## src/rtl/core/pdl_pkg.sv

```systemverilog
package pdl_pkg;

  localparam int unsigned DataW   = 32;  // Q format word
  localparam int unsigned SqW     = 64;  // sum of three squares
  localparam int unsigned RootW   = 32;  // floor sqrt of SqW bits
  localparam int unsigned NumW    = 62;  // |component| * 31-bit limit
  localparam int unsigned QuotW   = 31;  // scaled component, below a 31-bit limit
  localparam int unsigned CfgIdxW = 4;

  typedef enum logic [CfgIdxW-1:0] {
    CfgPosGain    = 4'd0,
    CfgVelGain    = 4'd1,
    CfgForceLimit = 4'd2,
    CfgRadius     = 4'd3,
    CfgEnable     = 4'd4,
    CfgHomeX      = 4'd5,
    CfgHomeY      = 4'd6,
    CfgHomeZ      = 4'd7
  } pdl_cfg_idx_e;

  typedef struct packed {
    logic signed [DataW-1:0] pos_x;
    logic signed [DataW-1:0] pos_y;
    logic signed [DataW-1:0] pos_z;
    logic signed [DataW-1:0] vel_x;
    logic signed [DataW-1:0] vel_y;
    logic signed [DataW-1:0] vel_z;
    logic signed [DataW-1:0] target_x;
    logic signed [DataW-1:0] target_y;
    logic signed [DataW-1:0] target_z;
  } pdl_in_t;

  typedef struct packed {
    logic signed [DataW-1:0] force_x;
    logic signed [DataW-1:0] force_y;
    logic signed [DataW-1:0] force_z;
    logic                    in_position;
    logic                    force_clipped;
    logic                    target_clipped;
  } pdl_out_t;

  function automatic logic signed [65:0] sx66(input logic [DataW-1:0] v);
    return {{(66-DataW){v[DataW-1]}}, v};
  endfunction

  function automatic logic [DataW-1:0] mag32(input logic [DataW-1:0] v);
    return v[DataW-1] ? (~v + 32'd1) : v;
  endfunction

  function automatic logic [DataW-1:0] sat32(input logic signed [65:0] v);
    if ((&v[65:DataW-1]) || !(|v[65:DataW-1])) begin
      return v[DataW-1:0];
    end
    return v[65] ? 32'h8000_0000 : 32'h7FFF_FFFF;
  endfunction

endpackage

```

## src/rtl/core/pdl_sqrt.sv

```systemverilog
// Pipelined floor square root, one result bit per stage.
module pdl_sqrt import pdl_pkg::*; #(
  parameter int unsigned SideW = 1
) (
  input  logic             clk_i,
  input  logic             rst_ni,
  input  logic             en_i,
  input  logic             valid_i,
  input  logic [SqW-1:0]   rad_i,
  input  logic [SideW-1:0] side_i,
  output logic             valid_o,
  output logic [RootW-1:0] root_o,
  output logic [SideW-1:0] side_o
);

  logic [RootW-1:0] vld_q;
  logic [SqW-1:0]   rem_q   [RootW];
  logic [RootW-1:0] root_q  [RootW];
  logic [SideW-1:0] side_q  [RootW];
  logic [SqW-1:0]   rem_src [RootW];
  logic [RootW-1:0] root_src[RootW];
  logic [SqW-1:0]   rem_d   [RootW];
  logic [RootW-1:0] root_d  [RootW];
  logic [SqW+1:0]   trial   [RootW];
  logic [RootW-1:0] ge;

  always_comb begin
    rem_src[0]  = rad_i;
    root_src[0] = '0;
    for (int s = 1; s < RootW; s++) begin
      rem_src[s]  = rem_q[s-1];
      root_src[s] = root_q[s-1];
    end
    for (int s = 0; s < RootW; s++) begin
      // (q + 2^k)^2 - q^2 = q*2^(k+1) + 2^(2k)
      trial[s] = ({{(SqW+2-RootW){1'b0}}, root_src[s]} << (RootW - s)) +
                 ((SqW+2)'(1) << (2 * (RootW - 1 - s)));
      ge[s]     = {2'b00, rem_src[s]} >= trial[s];
      rem_d[s]  = ge[s] ? rem_src[s] - trial[s][SqW-1:0] : rem_src[s];
      root_d[s] = root_src[s] | (RootW'(ge[s]) << (RootW - 1 - s));
    end
  end

  always_ff @(posedge clk_i or negedge rst_ni) begin
    if (!rst_ni) begin
      vld_q <= '0;
    end else if (en_i) begin
      vld_q <= {vld_q[RootW-2:0], valid_i};
    end
  end

  always_ff @(posedge clk_i) begin
    if (en_i) begin
      side_q[0] <= side_i;
      for (int s = 1; s < RootW; s++) begin
        side_q[s] <= side_q[s-1];
      end
      for (int s = 0; s < RootW; s++) begin
        rem_q[s]  <= rem_d[s];
        root_q[s] <= root_d[s];
      end
    end
  end

  assign valid_o = vld_q[RootW-1];
  assign root_o  = root_q[RootW-1];
  assign side_o  = side_q[RootW-1];

endmodule

```

## config.mk

```make
export PLATFORM = sky130hd
export DESIGN_NAME = pdl_sqrt
export DESIGN_NICKNAME = d
export VERILOG_FILES = /design/src/rtl/core/pdl_pkg.sv /design/src/rtl/core/pdl_sqrt.sv
export SDC_FILE = /design/constraint.sdc
export NUM_CORES = 2
export LEC_CHECK = 0
export BUFFER_PORTS_ARGS = -buffer_cell sky130_fd_sc_hd__buf_2
export CORE_UTILIZATION = 44
export CTS_CLUSTER_SIZE = 40
export DETAILED_ROUTE_END_ITERATION = 16
export GPL_TIMING_DRIVEN = 1
export PLACE_DENSITY = 0.58
export SLEW_MARGIN = 30
export SYNTH_ARGS = -nofsm -noshare
export SYNTH_HDL_FRONTEND = slang
export SYNTH_SLANG_ARGS = --single-unit
export TNS_END_PERCENT = 50
```

## constraint.sdc

```tcl
create_clock -name clk_i -period 8.1 [get_ports clk_i]
set_clock_uncertainty 0.05 [all_clocks]
set_input_delay 0.81 -clock clk_i [delete_from_list [all_inputs] [get_ports clk_i]]
set_output_delay 0.81 -clock clk_i [all_outputs]
set_load 0.005 [all_outputs]
```

==> impl_metrics.csv <==
group,metric,value,unit
run_status,outcome,"finished clean",
synth,synth-edff-count,2544,
worst_hold_path,whs_path_depth,2,
clocking,cts_tree,"built",
grt,grt-ovfl-total,0,
die,initial_core_util,44.3,%
synth,synth_warnings,0,
timing,fmax,214,MHz
placed_design,place_ws,3.54,ns
die,dieWidth,531,um
placed_design,dp_hpwl,239000,um
pwr,leakagePower,0.0514,uW
worst_setup_path,r2r.worst_path.cells,10,
synth,synth_area,123000,um^2
timing,worstMarginPinSlew,1.08,ns
worst_setup_path,cp-start-kind,"flop",
grt,grt_pass1_vias,76400,
clocking,path_clk_slew,0.06,ns
drt,routedWlPerCell,23.0,um
worst_setup_path,crit_top_cell,"or3_1",
grt,antenna_found_initial,12,
pwr,power.share.combinational,20.9,%
final_layout,drive_above_1_share,7.70,%
placed_design,io_buffers,102,
clocking,clock_sinks,2576,
grt,grt_pass1_wl,479000,um
die,fp.dieH,531,um
worst_setup_path,r2r-end,"rem_q[1][186]",
pwr,switching_share,29.8,%
worst_setup_path,slowest_stage,"nor3_4",
synth,ys_types,103,
synth,netlist_instances,9739,
worst_setup_path,worstPathArrival,5.25,ns
drt,totalWireLength,321000,um
drt,vias,78600,
worst_setup_path,path_max_fanout,34,
timing,hold_slack,0.143,ns
pwr,power.total,40100,uW
worst_hold_path,hold_start,"valid_i",
pwr,pwr-share-seq,46.1,%
timing,slew_violations,0,
synth,synth_sequential_area_ratio,62.8,%
worst_hold_path,hold_path.class,"primary input to flop",
drt,route.detailed.drc,0,
worst_hold_path,holdPathEnd,"vld_q[0]",
die,ioPinCount,103,
worst_setup_path,cpLargestDelayFamily,"simple AND/OR/NAND/NOR gates",
final_layout,utilization,49.9,%
clocking,cts_htree_levels,5,
pwr,clockPowerShare,32.9,%
grt,grtUsageTotal,22.4,%
final_layout,area_growth,12.5,%
worst_setup_path,critPathRequiredTime,8.67,ns
die,num_rows,193,
synth,yosysTopAreaCell,"edfxtp_1",
timing,min_period,4.68,ns
clocking,insertion_delay,0.93,ns
worst_setup_path,r2r_start,"rem_q[1][116]",
die,die_area,282000,um^2
clocking,post-cts-setup-buffers,0,
die,coreArea,277000,um^2
worst_setup_path,path_class,"flop to flop",
clocking,cts_buffer_depth,4,
synth,synth-main-ff-cell,"edfxtp_1",
timing,min_period_over_period,57.8,%
drt,dr.pass1.iters,6,
timing,setup_tns,0,ns
final_layout,fin_nets,10700,
clocking,ctsHoldBuffers,64,
worst_setup_path,crit_chain,"or4_1 > or3_1 > or3_1 > or3_1 > or3_1 > nor3_4 > inv_2 > o311ai_2 > nor4_1 > xor2_1",
pwr,power.internal,28100,uW
timing,timing.final.ws_setup,3.42,ns
synth,ys_async_sr_fraction,1.24,%
worst_setup_path,critical_path.max_stage_delay,0.70,ns
pwr,p_per_area,290,nW/um^2
synth,synth_nets,10400,
synth,ys_ff_latch,2576,
timing,hold_viol_final,0,
clocking,cts_buffers,287,
drt,drt_iter0_drc,7166,
grt,grt_max_degree,172,
timing,relSlewSlack,27.1,%
worst_setup_path,r2r_slack,3.42,ns
pwr,netSwitchingPower,11900,uW
synth,synth_top_area_share,62.1,%
clocking,cts-root-buf,"clkbuf_16",
flow_run,maxCapViolations,0,
drt,antenna_left,0,
timing,rsz0062_at_grt,"no",
placed_design,gp_congestion,0.934,
timing,setup_violations,0,
synth,yosys-top-cells-area,"edfxtp_1 62%, ha_1 5.7%, xnor2_1 3.6%",
clocking,ctsResizeCount,0,
synth,synth_area_per_cell,12.6,um^2
pwr,ir_drop,0.000197,V
worst_setup_path,path_buf_inv,1,
drt,drt-vias-per-instance,5.63,
worst_setup_path,cp-end-kind,"flop",
[stage by stage]
| stage | cell area [um^2] | std cells |
|---|---|---|
| global placement | 128000 | 13400 |
| detailed placement | 128000 | 13400 |
| finish | 138000 | 14000 |
| CTS | 138000 | 14000 |
| global route | 138000 | 14000 |
| floorplan | 123000 | 9739 |
[power groups by stage]
| stage | combinational, uW | sequential, uW | clock [uW] |
|---|---|---|---|
| floorplan | 6030 | 17900 | 0 |
| global placement | 8150 | 18800 | 0 |
| detailed placement | 8220 | 18800 | 0 |
| CTS | 8310 | 18500 | 13500 |
| global route | 9230 | 18700 | 14000 |
| finish | 8380 | 18500 | 13200 |
[synth_stat cells (44+ instances only)]
cell and count:
mux2_2 98, a211oi_1 49, edfxtp_1 2544, or3_1 118, o21a_1 97, nor4b_1 47
inv_1 690, nor2b_1 68, a21o_1 221, xnor2_1 499, nand4_1 160, a31oi_1 49
ha_1 558, o211ai_1 44, o21bai_1 53, nor2_1 621, xor2_1 393, nand2b_1 119
a21oi_1 641, nand3_1 153, nor3_1 256, nand2_1 623, clkbuf_1 171, or4_1 74
nor4_1 344, o21ai_0 434
[sequential cells by signal, summed over array words and instances (netlist names)]
| signal | count |
|---|---|
| side_q | 32 |
| root_q | 528 |
| vld_q | 32 |
| rem_q | 1984 |
[routing by layer]
| layer | track usage, % | share of wire (%) |
|---|---|---|
| met1 | 30.7 | 45 |
| met2 | 37.2 | 48 |
| met3 | 2.71 | 4.7 |
| met4 | 6.74 | 3.0 |
| met5 | 0 | 0.0031 |
[logic make-up (layout without fill, tap and decap cells)]
group,count (synthesis),count (layout),share of synthesized area (%)
AO/OA/AOI/OAI,1858,1858,9.40
adder cells (fa/ha/maj),558,558,5.68
flip-flops,2576,2576,62.8
other,0,2,0
AND/OR/NAND/NOR,2847,2847,12.0
buffers and inverters,901,1435,2.78
multiplexers,107,107,0.976
XOR/XNOR,892,892,6.36
[area by class of cell]
class | count | area, um^2
Antenna cell | 2 | 5.00
Clock buffer | 331 | 7430
Clock inverter | 185 | 2070
Fill cell | 24200 | 139000
Inverter | 696 | 2610
Multi-Input combinational cell | 6262 | 42500
Sequential cell | 2576 | 77200
Tap cell | 3705 | 4640
Timing Repair Buffer | 223 | 1810
[worst max-delay path by stage]
stage                        startpoint       endpoint  slack (ns)  depth (start not counted)
final                     rem_q[1][116]  rem_q[1][186]        3.42                         10
after global routing      rem_q[1][802]  rem_q[1][890]        3.22                         13
after CTS                 rem_q[1][649]  rem_q[1][763]        3.45                         12
after detailed placement  rem_q[1][116]  rem_q[1][186]        3.54                         10
after global placement    rem_q[1][649]  rem_q[1][763]        3.59                         12
after floorplan           rem_q[1][421]  rem_q[1][503]        4.53                         11
[cell usage in the layout, fill, tap and decap left out, types with 53 or more instances in the layout]
cell type,synthesis,final
xnor2_1,499,499
clkbuf_16,0,291
edfxtp_1,2544,2544
o21a_1,97,96
nor3_1,256,253
xor2_1,393,393
nand3_1,153,152
ha_1,558,558
dlygate4sd3_1,0,64
nand4_1,160,160
nand2_1,623,622
nor4_1,344,339
mux2_2,98,98
or3_1,118,118
nor2b_1,68,68
buf_2,11,101
o21bai_1,53,53
a21o_1,221,221
a21oi_1,641,641
clkinv_1,2,66
nor2_1,621,620
nand2b_1,119,119
o21ai_0,434,433
or4_1,74,74
inv_1,690,690
(Power assumes the default switching activity.)
